==> src/rtl/bba_pkg.sv <==
// Shared types, constants and codes of the bitmap block allocator.
`timescale 1ns / 1ps
`default_nettype none
package bba_pkg;

	localparam int NUM_UNITS   = 1024;
	localparam int CACHE_DEPTH = 8;
	localparam int ADDR_W      = 48;
	localparam int IDX_W       = $clog2(NUM_UNITS);
	localparam int CNT_W       = 11;
	localparam int SHIFT_W     = 5;
	localparam int CC_W        = $clog2(CACHE_DEPTH + 1);
	localparam int WORD_W      = 8;
	localparam int BIT_W       = $clog2(WORD_W);
	localparam int NUM_WORDS   = NUM_UNITS / WORD_W;
	localparam int WIDX_W      = $clog2(NUM_WORDS);
	localparam int POS_W       = CNT_W + 1;

	localparam logic [2:0] ST_OK        = 3'd0;
	localparam logic [2:0] ST_BAD_COUNT = 3'd1;
	localparam logic [2:0] ST_FULL      = 3'd2;
	localparam logic [2:0] ST_NOT_IN    = 3'd3;
	localparam logic [2:0] ST_DOUBLE    = 3'd4;

	localparam logic [1:0] REG_POOL_BASE  = 2'd0;
	localparam logic [1:0] REG_UNIT_SHIFT = 2'd1;
	localparam logic [1:0] REG_UNIT_COUNT = 2'd2;

	localparam logic REQ_ALLOC = 1'b0;
	localparam logic REQ_FREE  = 1'b1;

	typedef struct packed {
		logic              req_type;
		logic [CNT_W-1:0]  block_count;
		logic [ADDR_W-1:0] address;
	} req_t;

	typedef struct packed {
		logic [ADDR_W-1:0] result_address;
		logic [2:0]        status;
		logic [CNT_W-1:0]  free_errors;
	} rsp_t;

	typedef struct packed {
		logic [ADDR_W-1:0]  pool_base;
		logic [SHIFT_W-1:0] unit_shift;
		logic [CNT_W-1:0]   units;
	} cfg_t;

	typedef enum logic [1:0] {
		CK_BAD,
		CK_ALLOC,
		CK_FREE,
		CK_NOT_IN
	} cmd_kind_e;

	typedef struct packed {
		cmd_kind_e        kind;
		logic [CNT_W-1:0] count;
		logic [IDX_W-1:0] idx;
	} cmd_t;

	typedef enum logic [2:0] {
		ES_IDLE,
		ES_SCAN,
		ES_RMW_RD,
		ES_RMW_WR,
		ES_DONE
	} eng_state_e;

endpackage
`default_nettype wire

==> src/rtl/bba_front.sv <==
// Request intake: range and count classification and a two-entry command queue.
`timescale 1ns / 1ps
`default_nettype none
module bba_front (
	input  wire logic          clk,
	input  wire logic          arst_n,
	input  wire bba_pkg::cfg_t cfg,
	input  wire logic          push,
	output logic               full,
	input  wire bba_pkg::req_t req,
	output logic               cmd_vld,
	output bba_pkg::cmd_t      cmd,
	input  wire logic          cmd_pop
);

	logic [bba_pkg::ADDR_W:0]     diff;
	logic [bba_pkg::ADDR_W-1:0]   span;
	logic [bba_pkg::ADDR_W-1:0]   align;
	logic [bba_pkg::ADDR_W-1:0]   offs;
	logic                         not_in;
	bba_pkg::cmd_t                cls;
	bba_pkg::cmd_t                q_q [2];
	logic                         wp_q, rp_q;
	logic [1:0]                   cnt_q;
	logic                         wr_en;

	always_comb begin
		diff   = {1'b0, req.address} - {1'b0, cfg.pool_base};
		offs   = diff[bba_pkg::ADDR_W-1:0];
		span   = bba_pkg::ADDR_W'(cfg.units) << cfg.unit_shift;
		align  = (bba_pkg::ADDR_W'(1) << cfg.unit_shift) - bba_pkg::ADDR_W'(1);
		not_in = diff[bba_pkg::ADDR_W] || (offs >= span) || ((req.address & align) != '0);
		cls.count = req.block_count;
		cls.idx   = bba_pkg::IDX_W'(offs >> cfg.unit_shift);
		if (req.block_count == '0) begin
			cls.kind = bba_pkg::CK_BAD;
		end else if (req.req_type == bba_pkg::REQ_ALLOC) begin
			cls.kind = bba_pkg::CK_ALLOC;
		end else if (not_in) begin
			cls.kind = bba_pkg::CK_NOT_IN;
		end else begin
			cls.kind = bba_pkg::CK_FREE;
		end
	end

	assign full    = (cnt_q == 2'd2);
	assign wr_en   = push && !full;
	assign cmd_vld = (cnt_q != 2'd0);
	assign cmd     = q_q[rp_q];

	always_ff @(posedge clk) begin
		if (wr_en) begin
			q_q[wp_q] <= cls;
		end
	end

	always_ff @(posedge clk or negedge arst_n) begin
		if (!arst_n) begin
			wp_q  <= 1'b0;
			rp_q  <= 1'b0;
			cnt_q <= 2'd0;
		end else begin
			if (wr_en) begin
				wp_q <= !wp_q;
			end
			if (cmd_pop) begin
				rp_q <= !rp_q;
			end
			cnt_q <= cnt_q + 2'(wr_en) - 2'(cmd_pop);
		end
	end

endmodule
`default_nettype wire

==> src/rtl/bba_engine.sv <==
// Allocation engine: freed-unit stack, bitmap memory, run search and result register.
`timescale 1ns / 1ps
`default_nettype none
module bba_engine (
	input  wire logic          clk,
	input  wire logic          arst_n,
	input  wire bba_pkg::cfg_t cfg,
	input  wire logic          cmd_vld,
	input  wire bba_pkg::cmd_t cmd,
	output logic               cmd_pop,
	output logic               empty,
	input  wire logic          pop,
	output bba_pkg::rsp_t      rsp
);

	localparam int W = bba_pkg::WORD_W;

	bba_pkg::eng_state_e state_q, state_d;

	logic [W-1:0]                  mem [bba_pkg::NUM_WORDS];
	logic [bba_pkg::NUM_WORDS-1:0] vld_q;
	logic [W-1:0]                  word_q;
	logic                          word_vld_q;
	logic                          rd_en;
	logic [bba_pkg::WIDX_W-1:0]    rd_addr;
	logic                          wr_en;
	logic [W-1:0]                  wr_data;

	logic [bba_pkg::IDX_W-1:0]     cache_q [bba_pkg::CACHE_DEPTH];
	logic [bba_pkg::CC_W-1:0]      cache_cnt_q, cache_cnt_d;
	logic                          cache_push;

	logic [bba_pkg::WIDX_W-1:0]    cur_q, cur_d;
	logic [bba_pkg::CNT_W-1:0]     run_q, run_d;
	logic [bba_pkg::CNT_W-1:0]     n_q, n_d;
	logic [bba_pkg::POS_W-1:0]     lo_q, lo_d, hi_q, hi_d;
	logic                          is_free_q, is_free_d;
	logic [2:0]                    st_q, st_d;
	logic [bba_pkg::CNT_W-1:0]     errs_q, errs_d;
	logic [bba_pkg::IDX_W-1:0]     ridx_q, ridx_d;
	logic                          aen_q, aen_d;

	bba_pkg::rsp_t                 out_q;
	logic                          out_vld_q;
	logic                          load;

	logic [W-1:0]                  eff;
	logic [bba_pkg::CNT_W-1:0]     run;
	logic                          found;
	logic [bba_pkg::CNT_W-1:0]     fstart;
	logic [bba_pkg::POS_W-1:0]     gi;
	logic [bba_pkg::POS_W-1:0]     gw;
	logic [bba_pkg::CNT_W-1:0]     werr;
	logic [bba_pkg::POS_W-1:0]     nxt_start;
	logic [bba_pkg::POS_W-1:0]     lim;
	logic [bba_pkg::POS_W-1:0]     units_x;
	logic [bba_pkg::POS_W-1:0]     tail;
	logic [bba_pkg::CNT_W-1:0]     errs_tot;
	logic [bba_pkg::ADDR_W-1:0]    res_addr;
	logic [bba_pkg::CC_W-1:0]      top_idx;

	assign eff       = word_vld_q ? word_q : '0;
	assign units_x   = bba_pkg::POS_W'(cfg.units);
	assign nxt_start = bba_pkg::POS_W'({cur_q, {bba_pkg::BIT_W{1'b0}}}) + bba_pkg::POS_W'(W);
	assign lim       = (hi_q < units_x) ? hi_q : units_x;
	assign tail      = (hi_q > units_x) ? (hi_q - units_x) : '0;
	assign top_idx   = cache_cnt_q - bba_pkg::CC_W'(1);
	assign res_addr  = aen_q ? (cfg.pool_base +
		(bba_pkg::ADDR_W'(ridx_q) << cfg.unit_shift)) : '0;

	always_comb begin
		run    = run_q;
		found  = 1'b0;
		fstart = '0;
		gi     = '0;
		for (int b = 0; b < W; b++) begin
			gi = bba_pkg::POS_W'({cur_q, bba_pkg::BIT_W'(b)});
			if (gi < units_x && !found) begin
				run = eff[b] ? '0 : run + bba_pkg::CNT_W'(1);
				if (run == n_q) begin
					found  = 1'b1;
					fstart = bba_pkg::CNT_W'(gi) + bba_pkg::CNT_W'(1) - n_q;
				end
			end
		end
	end

	always_comb begin
		wr_data = eff;
		werr    = '0;
		gw      = '0;
		for (int b = 0; b < W; b++) begin
			gw = bba_pkg::POS_W'({cur_q, bba_pkg::BIT_W'(b)});
			if (gw >= lo_q && gw < hi_q && gw < units_x) begin
				if (is_free_q) begin
					if (!eff[b]) begin
						werr = werr + bba_pkg::CNT_W'(1);
					end else begin
						wr_data[b] = 1'b0;
					end
				end else begin
					wr_data[b] = 1'b1;
				end
			end
		end
	end

	assign errs_tot = errs_q + werr + bba_pkg::CNT_W'(tail);

	always_comb begin
		state_d     = state_q;
		cur_d       = cur_q;
		run_d       = run_q;
		n_d         = n_q;
		lo_d        = lo_q;
		hi_d        = hi_q;
		is_free_d   = is_free_q;
		st_d        = st_q;
		errs_d      = errs_q;
		ridx_d      = ridx_q;
		aen_d       = aen_q;
		cache_cnt_d = cache_cnt_q;
		cache_push  = 1'b0;
		cmd_pop     = 1'b0;
		rd_en       = 1'b0;
		rd_addr     = cur_q;
		wr_en       = 1'b0;
		load        = 1'b0;
		unique case (state_q)
			bba_pkg::ES_IDLE: begin
				if (cmd_vld) begin
					cmd_pop = 1'b1;
					st_d    = bba_pkg::ST_OK;
					errs_d  = '0;
					aen_d   = 1'b0;
					n_d     = cmd.count;
					state_d = bba_pkg::ES_DONE;
					unique case (cmd.kind)
						bba_pkg::CK_BAD: begin
							st_d = bba_pkg::ST_BAD_COUNT;
						end
						bba_pkg::CK_NOT_IN: begin
							st_d   = bba_pkg::ST_NOT_IN;
							errs_d = bba_pkg::CNT_W'(1);
						end
						bba_pkg::CK_ALLOC: begin
							is_free_d = 1'b0;
							if (cmd.count == bba_pkg::CNT_W'(1) && cache_cnt_q != '0) begin
								cache_cnt_d = top_idx;
								ridx_d      = cache_q[top_idx[bba_pkg::CC_W-2:0]];
								aen_d       = 1'b1;
							end else begin
								rd_en   = 1'b1;
								rd_addr = '0;
								cur_d   = '0;
								run_d   = '0;
								state_d = bba_pkg::ES_SCAN;
							end
						end
						bba_pkg::CK_FREE: begin
							is_free_d = 1'b1;
							if (cmd.count == bba_pkg::CNT_W'(1) &&
							    cache_cnt_q <= bba_pkg::CC_W'(bba_pkg::CACHE_DEPTH - 2)) begin
								cache_push  = 1'b1;
								cache_cnt_d = cache_cnt_q + bba_pkg::CC_W'(1);
							end else begin
								lo_d    = bba_pkg::POS_W'(cmd.idx);
								hi_d    = bba_pkg::POS_W'(cmd.idx) + bba_pkg::POS_W'(cmd.count);
								cur_d   = cmd.idx[bba_pkg::IDX_W-1:bba_pkg::BIT_W];
								state_d = bba_pkg::ES_RMW_RD;
							end
						end
						default: begin
							st_d = bba_pkg::ST_BAD_COUNT;
						end
					endcase
				end
			end
			bba_pkg::ES_SCAN: begin
				if (found) begin
					lo_d    = bba_pkg::POS_W'(fstart);
					hi_d    = bba_pkg::POS_W'(fstart) + bba_pkg::POS_W'(n_q);
					cur_d   = fstart[bba_pkg::IDX_W-1:bba_pkg::BIT_W];
					state_d = bba_pkg::ES_RMW_RD;
				end else if (nxt_start >= units_x) begin
					st_d    = bba_pkg::ST_FULL;
					state_d = bba_pkg::ES_DONE;
				end else begin
					rd_en   = 1'b1;
					rd_addr = cur_q + bba_pkg::WIDX_W'(1);
					cur_d   = cur_q + bba_pkg::WIDX_W'(1);
					run_d   = run;
				end
			end
			bba_pkg::ES_RMW_RD: begin
				rd_en   = 1'b1;
				state_d = bba_pkg::ES_RMW_WR;
			end
			bba_pkg::ES_RMW_WR: begin
				wr_en  = 1'b1;
				errs_d = errs_q + werr;
				if (nxt_start < lim) begin
					cur_d   = cur_q + bba_pkg::WIDX_W'(1);
					state_d = bba_pkg::ES_RMW_RD;
				end else begin
					state_d = bba_pkg::ES_DONE;
					if (is_free_q) begin
						errs_d = errs_tot;
						st_d   = (errs_tot != '0) ? bba_pkg::ST_DOUBLE : bba_pkg::ST_OK;
					end else begin
						aen_d  = 1'b1;
						ridx_d = lo_q[bba_pkg::IDX_W-1:0];
					end
				end
			end
			bba_pkg::ES_DONE: begin
				if (!out_vld_q || pop) begin
					load    = 1'b1;
					state_d = bba_pkg::ES_IDLE;
				end
			end
			default: begin
				state_d = bba_pkg::ES_IDLE;
			end
		endcase
	end

	always_ff @(posedge clk) begin
		if (rd_en) begin
			word_q <= mem[rd_addr];
		end
		if (wr_en) begin
			mem[cur_q] <= wr_data;
		end
	end

	always_ff @(posedge clk) begin
		if (cache_push) begin
			cache_q[cache_cnt_q[bba_pkg::CC_W-2:0]] <= cmd.idx;
		end
		cur_q     <= cur_d;
		run_q     <= run_d;
		n_q       <= n_d;
		lo_q      <= lo_d;
		hi_q      <= hi_d;
		is_free_q <= is_free_d;
		st_q      <= st_d;
		errs_q    <= errs_d;
		ridx_q    <= ridx_d;
		aen_q     <= aen_d;
		if (load) begin
			out_q.result_address <= res_addr;
			out_q.status         <= st_q;
			out_q.free_errors    <= errs_q;
		end
	end

	always_ff @(posedge clk or negedge arst_n) begin
		if (!arst_n) begin
			state_q     <= bba_pkg::ES_IDLE;
			vld_q       <= '0;
			word_vld_q  <= 1'b0;
			cache_cnt_q <= '0;
			out_vld_q   <= 1'b0;
		end else begin
			state_q     <= state_d;
			cache_cnt_q <= cache_cnt_d;
			if (rd_en) begin
				word_vld_q <= vld_q[rd_addr];
			end
			if (wr_en) begin
				vld_q[cur_q] <= 1'b1;
			end
			if (load) begin
				out_vld_q <= 1'b1;
			end else if (pop) begin
				out_vld_q <= 1'b0;
			end
		end
	end

	assign empty = !out_vld_q;
	assign rsp   = out_q;

endmodule
`default_nettype wire

==> src/rtl/bitmap_block_allocator_core.sv <==
// Top level of the bitmap block allocator: configuration registers and the two halves.
`timescale 1ns / 1ps
`default_nettype none
// The block hands out and takes back runs of fixed-size units of a memory pool.
// Requests enter through a queue-like port: a transfer happens on a clock edge
// with push high and full low. Results leave the same way: while empty is low
// the oldest result sits on rsp, and a transfer happens when pop is high.
// Every request gives exactly one result, in request order.
// The front classifies each request (zero count, out-of-pool free) and holds
// up to two commands, so requests keep flowing while the engine is busy or a
// result waits. The engine owns the freed-unit stack and the bitmap, kept as a
// memory of 128 eight-bit words with one read or write port.
// A cached, rejected or stack-pushed request passes from the command queue
// through the engine's idle and done states into the result register. An
// allocation scans the bitmap at one word per cycle, then marks its run by
// reading and then writing each word on the single memory port, as does a free.
// The engine works on one request at a time, so a new request starts only after
// the previous result is loaded.
// Reset clears the bitmap at once through per-word valid bits, empties the
// stack and all queues, and loads pool_base 0, unit_shift 12, unit_count 1024.
// If the receiver stalls, the result register holds; the engine waits with its
// next result and the front fills, then raises full.
module bitmap_block_allocator_core (
	input  wire logic                         clk,
	input  wire logic                         arst_n,
	input  wire logic                         push,
	output logic                              full,
	input  wire bba_pkg::req_t                req,
	output logic                              empty,
	input  wire logic                         pop,
	output bba_pkg::rsp_t                     rsp,
	input  wire logic                         cfg_we,
	input  wire logic [1:0]                   cfg_idx,
	input  wire logic [bba_pkg::ADDR_W-1:0]   cfg_wdata
);

	logic [bba_pkg::ADDR_W-1:0]  pool_base_q;
	logic [bba_pkg::SHIFT_W-1:0] unit_shift_q;
	logic [bba_pkg::CNT_W-1:0]   unit_count_q;
	bba_pkg::cfg_t               cfg;
	logic                        cmd_vld;
	logic                        cmd_pop;
	bba_pkg::cmd_t               cmd;

	// Writes to an index outside the register list are dropped.
	always_ff @(posedge clk or negedge arst_n) begin
		if (!arst_n) begin
			pool_base_q  <= '0;
			unit_shift_q <= bba_pkg::SHIFT_W'(12);
			unit_count_q <= bba_pkg::CNT_W'(bba_pkg::NUM_UNITS);
		end else if (cfg_we) begin
			case (cfg_idx)
				bba_pkg::REG_POOL_BASE:  pool_base_q  <= cfg_wdata;
				bba_pkg::REG_UNIT_SHIFT: unit_shift_q <= cfg_wdata[bba_pkg::SHIFT_W-1:0];
				bba_pkg::REG_UNIT_COUNT: unit_count_q <= cfg_wdata[bba_pkg::CNT_W-1:0];
				default: ;
			endcase
		end
	end

	// The usable unit count is capped at the bitmap size.
	always_comb begin
		cfg.pool_base  = pool_base_q;
		cfg.unit_shift = unit_shift_q;
		cfg.units      = (unit_count_q > bba_pkg::CNT_W'(bba_pkg::NUM_UNITS)) ?
			bba_pkg::CNT_W'(bba_pkg::NUM_UNITS) : unit_count_q;
	end

	bba_front u_front (
		.clk     (clk),
		.arst_n  (arst_n),
		.cfg     (cfg),
		.push    (push),
		.full    (full),
		.req     (req),
		.cmd_vld (cmd_vld),
		.cmd     (cmd),
		.cmd_pop (cmd_pop)
	);

	bba_engine u_engine (
		.clk     (clk),
		.arst_n  (arst_n),
		.cfg     (cfg),
		.cmd_vld (cmd_vld),
		.cmd     (cmd),
		.cmd_pop (cmd_pop),
		.empty   (empty),
		.pop     (pop),
		.rsp     (rsp)
	);

endmodule
`default_nettype wire

==> config.mk <==
export PLATFORM = sky130hd
export DESIGN_NAME = bitmap_block_allocator_core
export DESIGN_NICKNAME = d
export VERILOG_FILES = /design/src/rtl/bba_pkg.sv /design/src/rtl/bba_front.sv /design/src/rtl/bba_engine.sv /design/src/rtl/bitmap_block_allocator_core.sv
export SDC_FILE = /design/constraint.sdc
export NUM_CORES = 2
export LEC_CHECK = 0
export ABC_CLOCK_PERIOD_IN_PS = 15600
export BUFFER_PORTS_ARGS = -buffer_cell sky130_fd_sc_hd__buf_2
export CORE_UTILIZATION = 55
export DETAILED_ROUTE_END_ITERATION = 8
export HOLD_SLACK_MARGIN = 0.1
export PLACE_DENSITY = 0.74
export SETUP_SLACK_MARGIN = 0.02
export SKIP_CTS_REPAIR_TIMING = 1
export SLEW_MARGIN = 20
export SYNTH_ARGS = -nofsm -noshare
export SYNTH_HDL_FRONTEND = slang
export SYNTH_SLANG_ARGS = --single-unit
==> constraint.sdc <==
create_clock -name clk -period 15.6 [get_ports clk]
set_clock_uncertainty 0.05 [all_clocks]
set_input_delay 0.78 -clock clk [delete_from_list [all_inputs] [get_ports clk]]
set_output_delay 0.78 -clock clk [all_outputs]
set_load 0.01 [all_outputs]
After elaboration in Yosys (flattened, before gate mapping)

Memories as Yosys holds them, arrays and structs flattened. A register that Yosys moved wholly into a read port is not among the register bits.
Cells that the tools add are included.
W data, S select, Z words.

Register bits: 346
RAM bits: 1150
Memories kept: 3

Add/subtract/negate cells: 45
Order comparisons: 34
Equal/unequal tests: 39
Shift-type cells: 4
Mux-type cells: 181
Bitwise operators: 2
Reduce and logical (&&, ||, !) cells: 68

Memories:

| name             | depth | width | read ports | clocked after memory_dff | write ports | RTL line         | RTL |
|---|---|---|---|---|---|---|---|
| u_engine.mem     | 128   | 8     | 1          | 1                        | 1           | bba_engine.sv:20 | `logic [W-1:0] mem [bba_pkg::NUM_WORDS];` |
| u_engine.cache_q | 8     | 10    | 1          | 0                        | 1           | bba_engine.sv:29 | `logic [bba_pkg::IDX_W-1:0] cache_q [bba_pkg::CACHE_DEPTH];` |
| u_front.q_q      | 2     | 23    | 1          | 0                        | 1           | bba_front.sv:22  | `bba_pkg::cmd_t q_q [2];` |

Operator list:

| kind                    | count |
|---|---|
| $mux W11                | 65 |
| $add A11 B1 Y11 const B | 15 |
| $or A128 B128 Y128      | 1 |
| $mux W12                | 9 |
| $sub A11 B11 Y11        | 9 |
| $ge A10 B12 Y1          | 8 |
| $lt A10 B12 Y1          | 8 |
| $add A10 B1 Y11 const B | 8 |
| $eq A11 B11 Y1          | 8 |
| $lt A10 B11 Y1          | 8 |
| $mux W7                 | 9 |
| $mux W1                 | 57 |
| $mux W10                | 5 |
| $sub A48 B48 Y49        | 1 |
| $add A48 B48 Y48        | 1 |
| $and A48 B48 Y48        | 1 |
| $ge A48 B48 Y1          | 1 |
| $pmux W12 S2            | 2 |
| $reduce_bool A48 Y1     | 1 |
| $shl A1 B5 Y48 const A  | 1 |
| $shl A10 B5 Y48         | 1 |
| $shl A11 B5 Y48         | 1 |
| $shr A48 B5 Y10         | 1 |
| $sub A48 B2 Y48 const B | 1 |
| 59 further kinds        | 151 |

Logic depth before layout (Yosys ltp)

Depth after elaboration: 40
Gate-level depth with buffers: 79

By module

Synthesis repeated with hierarchy kept, for this count alone.

Cells, all modules: 7449
Area, all modules: 85464.5 µm²

Modules (own cells, without submodules):

| module                      | times used | cells each | area an instance (µm²) | seq. area each (µm²) |
|---|---|---|---|---|
| bba_engine                  | 1          | 6091       | 73631.9                | 41024.3 |
| bba_front                   | 1          | 1209       | 9262.6                 | 1481.4 |
| bitmap_block_allocator_core | 1          | 149        | 2570.0                 | 1605.3 |

Worst setup path after synthesis

No wires, ideal clock.

Path kind: register to register
Start point: register unit_count_q[10] in the netlist's numbering
End point: register u_engine.hi_q[11] in the netlist's numbering, data pin
Library setup time: 0.276 ns
Arrival: 15.481 ns
Setup slack: -0.208 ns
Stages on the path, launching flop included: 73
Period minus slack after synthesis: 15.808 ns
Path through: dfstp_2 -> buf_2 -> buf_1 -> nor2b_1 -> inv_1 -> ha_1 -> and4b_1 -> o211a_2 -> a211o_1 -> buf_2 -> buf_2 -> buf_2 -> a22o_1 -> ha_1 -> and3_1 -> o2111ai_1 -> mux2_2 -> mux2i_1 -> [37 not listed] -> or4_4 -> nor4_4 -> and3_1 -> buf_4 -> o21ai_0 -> o2111ai_1 -> ha_1 -> a21o_1 -> a21oi_1 -> o21bai_1 -> a21oi_1 -> o21bai_1 -> a21oi_1 -> o21bai_1 -> a21oi_1 -> nor2b_1 -> o21ai_0 -> a22oi_1

Word-level cells in the longest chain between the ends: 36
Elaborated cells on any way between the ends: 83

RTL lines:

| item                                                    | RTL line                          | RTL |
|---|---|---|
| start: declaration                                      | bitmap_block_allocator_core.sv:39 | `logic [bba_pkg::CNT_W-1:0] unit_count_q;` |
| start signal: assignment                                | bitmap_block_allocator_core.sv:50 | `unit_count_q <= bba_pkg::CNT_W'(bba_pkg::NUM_UNITS);` |
| start signal: assignment                                | bitmap_block_allocator_core.sv:55 | `bba_pkg::REG_UNIT_COUNT: unit_count_q <= cfg_wdata[bba_pkg::CNT_W-1:0];` |
| $gt A11 B11 Y1                                          | bitmap_block_allocator_core.sv:65 | `cfg.units = (unit_count_q > bba_pkg::CNT_W'(bba_pkg::NUM_UNITS)) ?` |
| $mux W11 *                                              | bitmap_block_allocator_core.sv:65 |  |
| branches (longest 30 deep; another with $lt A10 B11 Y1) | --                                |  |
| $mux W11 *                                              | bba_engine.sv:78                  | `if (gi < units_x && !found) begin` |
| $add A11 B11 Y12 *                                      | bba_engine.sv:182                 | `hi_d = bba_pkg::POS_W'(fstart) + bba_pkg::POS_W'(n_q);` |
| $mux W12 *                                              | bba_engine.sv:180                 | `if (found) begin` |
| $pmux W12 S2 *                                          | bba_engine.sv:129                 | `unique case (state_q)` |
| named net u_engine.hi_d, one bit                        | bba_engine.sv:36                  | `logic [bba_pkg::POS_W-1:0] lo_q, lo_d, hi_q, hi_d;` |
| end signal: assignment                                  | bba_engine.sv:245                 | `hi_q <= hi_d;` |
| end: declaration                                        | bba_engine.sv:36                  |  |

Mark *: on every way through the listed nets, which the timed path passes. The select of a mux whose other input is x is not followed.
A chain may end at the register's enable or synchronous reset.

Final worst setup path

Start point: register unit_count_q[10] in the netlist's numbering
End point: register u_engine.word_q[2], read port of u_engine.mem, data pin

Word-level cells in the longest chain between the ends: 35
Elaborated cells on any way between the ends: 74

RTL lines:

| item                                                    | RTL line                          | RTL |
|---|---|---|
| $gt A11 B11 Y1                                          | bitmap_block_allocator_core.sv:65 |  |
| $mux W11 *                                              | bitmap_block_allocator_core.sv:65 |  |
| branches (longest 33 deep; another with $lt A10 B11 Y1) | --                                |  |
| end: declaration                                        | bba_engine.sv:22                  | `logic [W-1:0] word_q;` |

Every way passes the cells marked *.

==> impl_metrics.csv <==
group,metric,value,unit
routing,wl,270000,microns
timing,tightestPinTransition,1.14,ns
routing,drt_pass1_iterations,9,
timing,hold_viol,0,
finish,multi_input_comb_area,37200,sq um
global_routing,grt_first_pass_wirelength,397000,microns
timing,fmax,0.0657,GHz
synthesis,ys_seq_area_frac,0.528,
flow_run,drv_cap,0,
synthesis,yosysWarnings,0,
place,dpl_cell_area,87700,sq um
place,portBuffers,178,
synthesis,synth_area_per_cell,10.9,sq um
place,gp_congestion,1.01,
routing,vias,66000,
synthesis,syn_inst,7693,
finish,regArea,44100,sq um
clock_network,clkSlewWorstSetupHoldPaths,0.07,ns
floorplan,die_x,392,microns
timing,timing.final.crit_share,0.976,
timing,maxSlewHeadroom,0.237,
global_routing,grt_use_total,0.344,
clock_network,cts_root_buf,"clkbuf_16",
synthesis,ys_seq_elements,1503,
hold_path,hold_path.class,"in -> reg",
timing,worst_slack,0.377,ns
floorplan,ios,179,
floorplan,dieArea,153000,sq um
synthesis,synth_enable_flop_cells,1298,
global_routing,grt_start_max_net_pins,133,
finish,area_growth,11.6,%
clock_network,clkLatencyLatePin,0.80,ns
routing,dr.first_iter.drc_count,8505,
routing,ant_nets,0,
place,dp_hpwl,187000,microns
finish,final_area,93200,sq um
place,pre_cts_slack,-0.325,ns
worst_setup_path,cpLargestDelayFamily,"compound AO/OA/AOI/OAI gates",
floorplan,core,150000,sq um
worst_setup_path,cp_data_arrival_time,15.85,ns
place,dp_cells,9734,
clock_network,cts_tree,"built",
finish,final_core_util,0.620,
floorplan,start_util,0.556,
run_status,status,"complete, no violations",
finish,drive_above_1_share,0.143,
worst_setup_path,criticalPathCategory,"reg -> reg",
clock_network,cts_made_buffers,150,
synthesis,async_flop_share,0.136,
timing,post-route-min-period,15.22,ns
worst_setup_path,cp_slowest_cell,"dfstp_2",
routing,vias_per_cell,6.58,
worst_setup_path,worst-path-buf-inv,8,
worst_setup_path,slowest_delay,0.61,ns
global_routing,antenna_found_initial,6,
synthesis,synth_top_flop_cell,"edfxtp_1",
clock_network,clkSinkCount,1503,
routing,routedWlPerCell,26.9,microns
timing,drv_slew,0,
worst_setup_path,critPathMaxFanout,33,
synthesis,synth_cell_types,129,
floorplan,fp-row-count,142,
worst_setup_path,cp-start-kind,"flip-flop",
worst_setup_path,crit_required,16.23,ns
finish,nets,8297,
clock_network,ctsLongestPathBuffers,3,
global_routing,grt_pass1_vias,62100,
floorplan,fp.dieH,392,microns
finish,layout_commonest_cell,"edfxtp_1",
worst_setup_path,cpMostUsedCell,"buf_4",
clock_network,htreeDepth,4,
finish,final_cell_mix,"edfxtp_1, nand2_1, nor2_1, mux2i_1, a21oi_1",
synthesis,syn_area,83500,sq um
timing,setup_viol,0,
worst_setup_path,reg2reg_slack,0.38,ns
global_routing,grt-ovfl-total,0,
finish,fill_cells,11900,
routing,route.detailed.drc,0,
finish,fin_cells,10000,
worst_setup_path,worst_setup_path_end_kind,"flip-flop",
[final cells by class]
type,instances,area share
clock inverters,67,0.00844
well taps,2016,0.0271
multi-input cells,5528,0.399
repair buffers,480,0.0376
clock buffers,212,0.0452
diodes,1,0.0000268
flip-flops and latches,1503,0.473
inverters,235,0.00946
[sequential cells by signal, summed over array words and instances (netlist names), 12 cells and up]
signal	flops
u_front.q_q	46
u_engine.cache_q	80
u_engine.vld_q	128
u_engine.rsp	62
u_engine.hi_q	12
pool_base_q	48
u_engine.mem	1024
[worst min-delay path: cells and delay by family]
| family | cells | cell delay [ns] |
|---|---|---|
| AO/OA/AOI/OAI | 1 | 0.06 |
| buffers and inverters | 1 | 0.08 |
| AND/OR/NAND/NOR | 1 | 0.04 |
[worst paths after layout]
| check | startpoint | end | cells past startpoint |
|---|---|---|---|
| min in group asynchronous | arst_n | u_engine.vld_q[98] | 2 |
| max reg2reg | unit_count_q[10] | u_engine.word_q[2] | 52 |
| min reg2reg | u_engine.st_q[0] | u_engine.rsp[11] | 0 |
| max | unit_count_q[10] | u_engine.word_q[2] | 52 |
| min | cfg_wdata[24] | pool_base_q[24] | 3 |
| max in group asynchronous | arst_n | unit_shift_q[0] | 3 |
[cells by family after synthesis]
group / after synthesis / share of synthesized area
simple gates: 2656 / 0.151
compound gates: 1774 / 0.141
other cells: 1 / 0.0000449
flops: 1503 / 0.528
xor+xnor: 196 / 0.0207
buf+inv: 666 / 0.0335
mux: 612 / 0.0809
fa+ha+maj: 285 / 0.0439
[through the flow]
step           hold slack, ns  TNS, ns
6_report                0.134        0
5_1_grt                 0.143  -0.0210
4_1_cts                -0.120    -2.18
3_5_place_dp            0.355    -1.35
3_3_place_gp            0.356  -0.0333
2_1_floorplan           0.350        0
[synthesized netlist by cell type (32+ instances only)]
cell type	instances	share of area
nor2b_1	54	0.0040
xor2_1	44	0.0046
a21boi_0	40	0.0036
nand3_1	222	0.013
mux2i_1	462	0.055
nand2b_1	55	0.0041
nor3b_1	35	0.0031
nor2_1	574	0.026
and2_1	113	0.0085
or3_1	32	0.0024
nor4_1	62	0.0046
o21bai_1	32	0.0029
ha_1	270	0.040
xnor2_1	151	0.016
or2_2	144	0.011
buf_1	38	0.0017
a21o_1	64	0.0058
and3_1	51	0.0038
a22oi_1	43	0.0039
edfxtp_1	1298	0.47
mux4_2	39	0.011
nor3_1	137	0.0082
buf_2	112	0.0067
inv_1	225	0.010
nand2_1	966	0.043
clkbuf_1	246	0.011
dfrtp_1	202	0.061
mux2_2	93	0.013
nand4_1	66	0.0049
and2_0	34	0.0025
a21oi_1	445	0.027
a221o_1	34	0.0041
a211oi_1	142	0.013
o21ai_0	357	0.021
o22ai_1	56	0.0042
a32oi_1	32	0.0034
a221oi_1	34	0.0036
a311oi_1	34	0.0036
o211ai_1	35	0.0031
a31oi_1	102	0.0076
[routing by layer]
| metal | track usage | routed length [microns] | vias to the layer above |
|---|---|---|---|
| met3 | 0.0639 | 27100 | 627 |
| met1 | 0.481 | 109000 | 32400 |
| li1 | - | - | 29200 |
| met5 | 0 | 30 | - |
| met2 | 0.535 | 123000 | 3838 |
| met4 | 0.127 | 11000 | 6 |
Power is left out: the tool's default activity adds up to more than one toggle a clock period on the data nets, which glitch-free logic cannot reach.
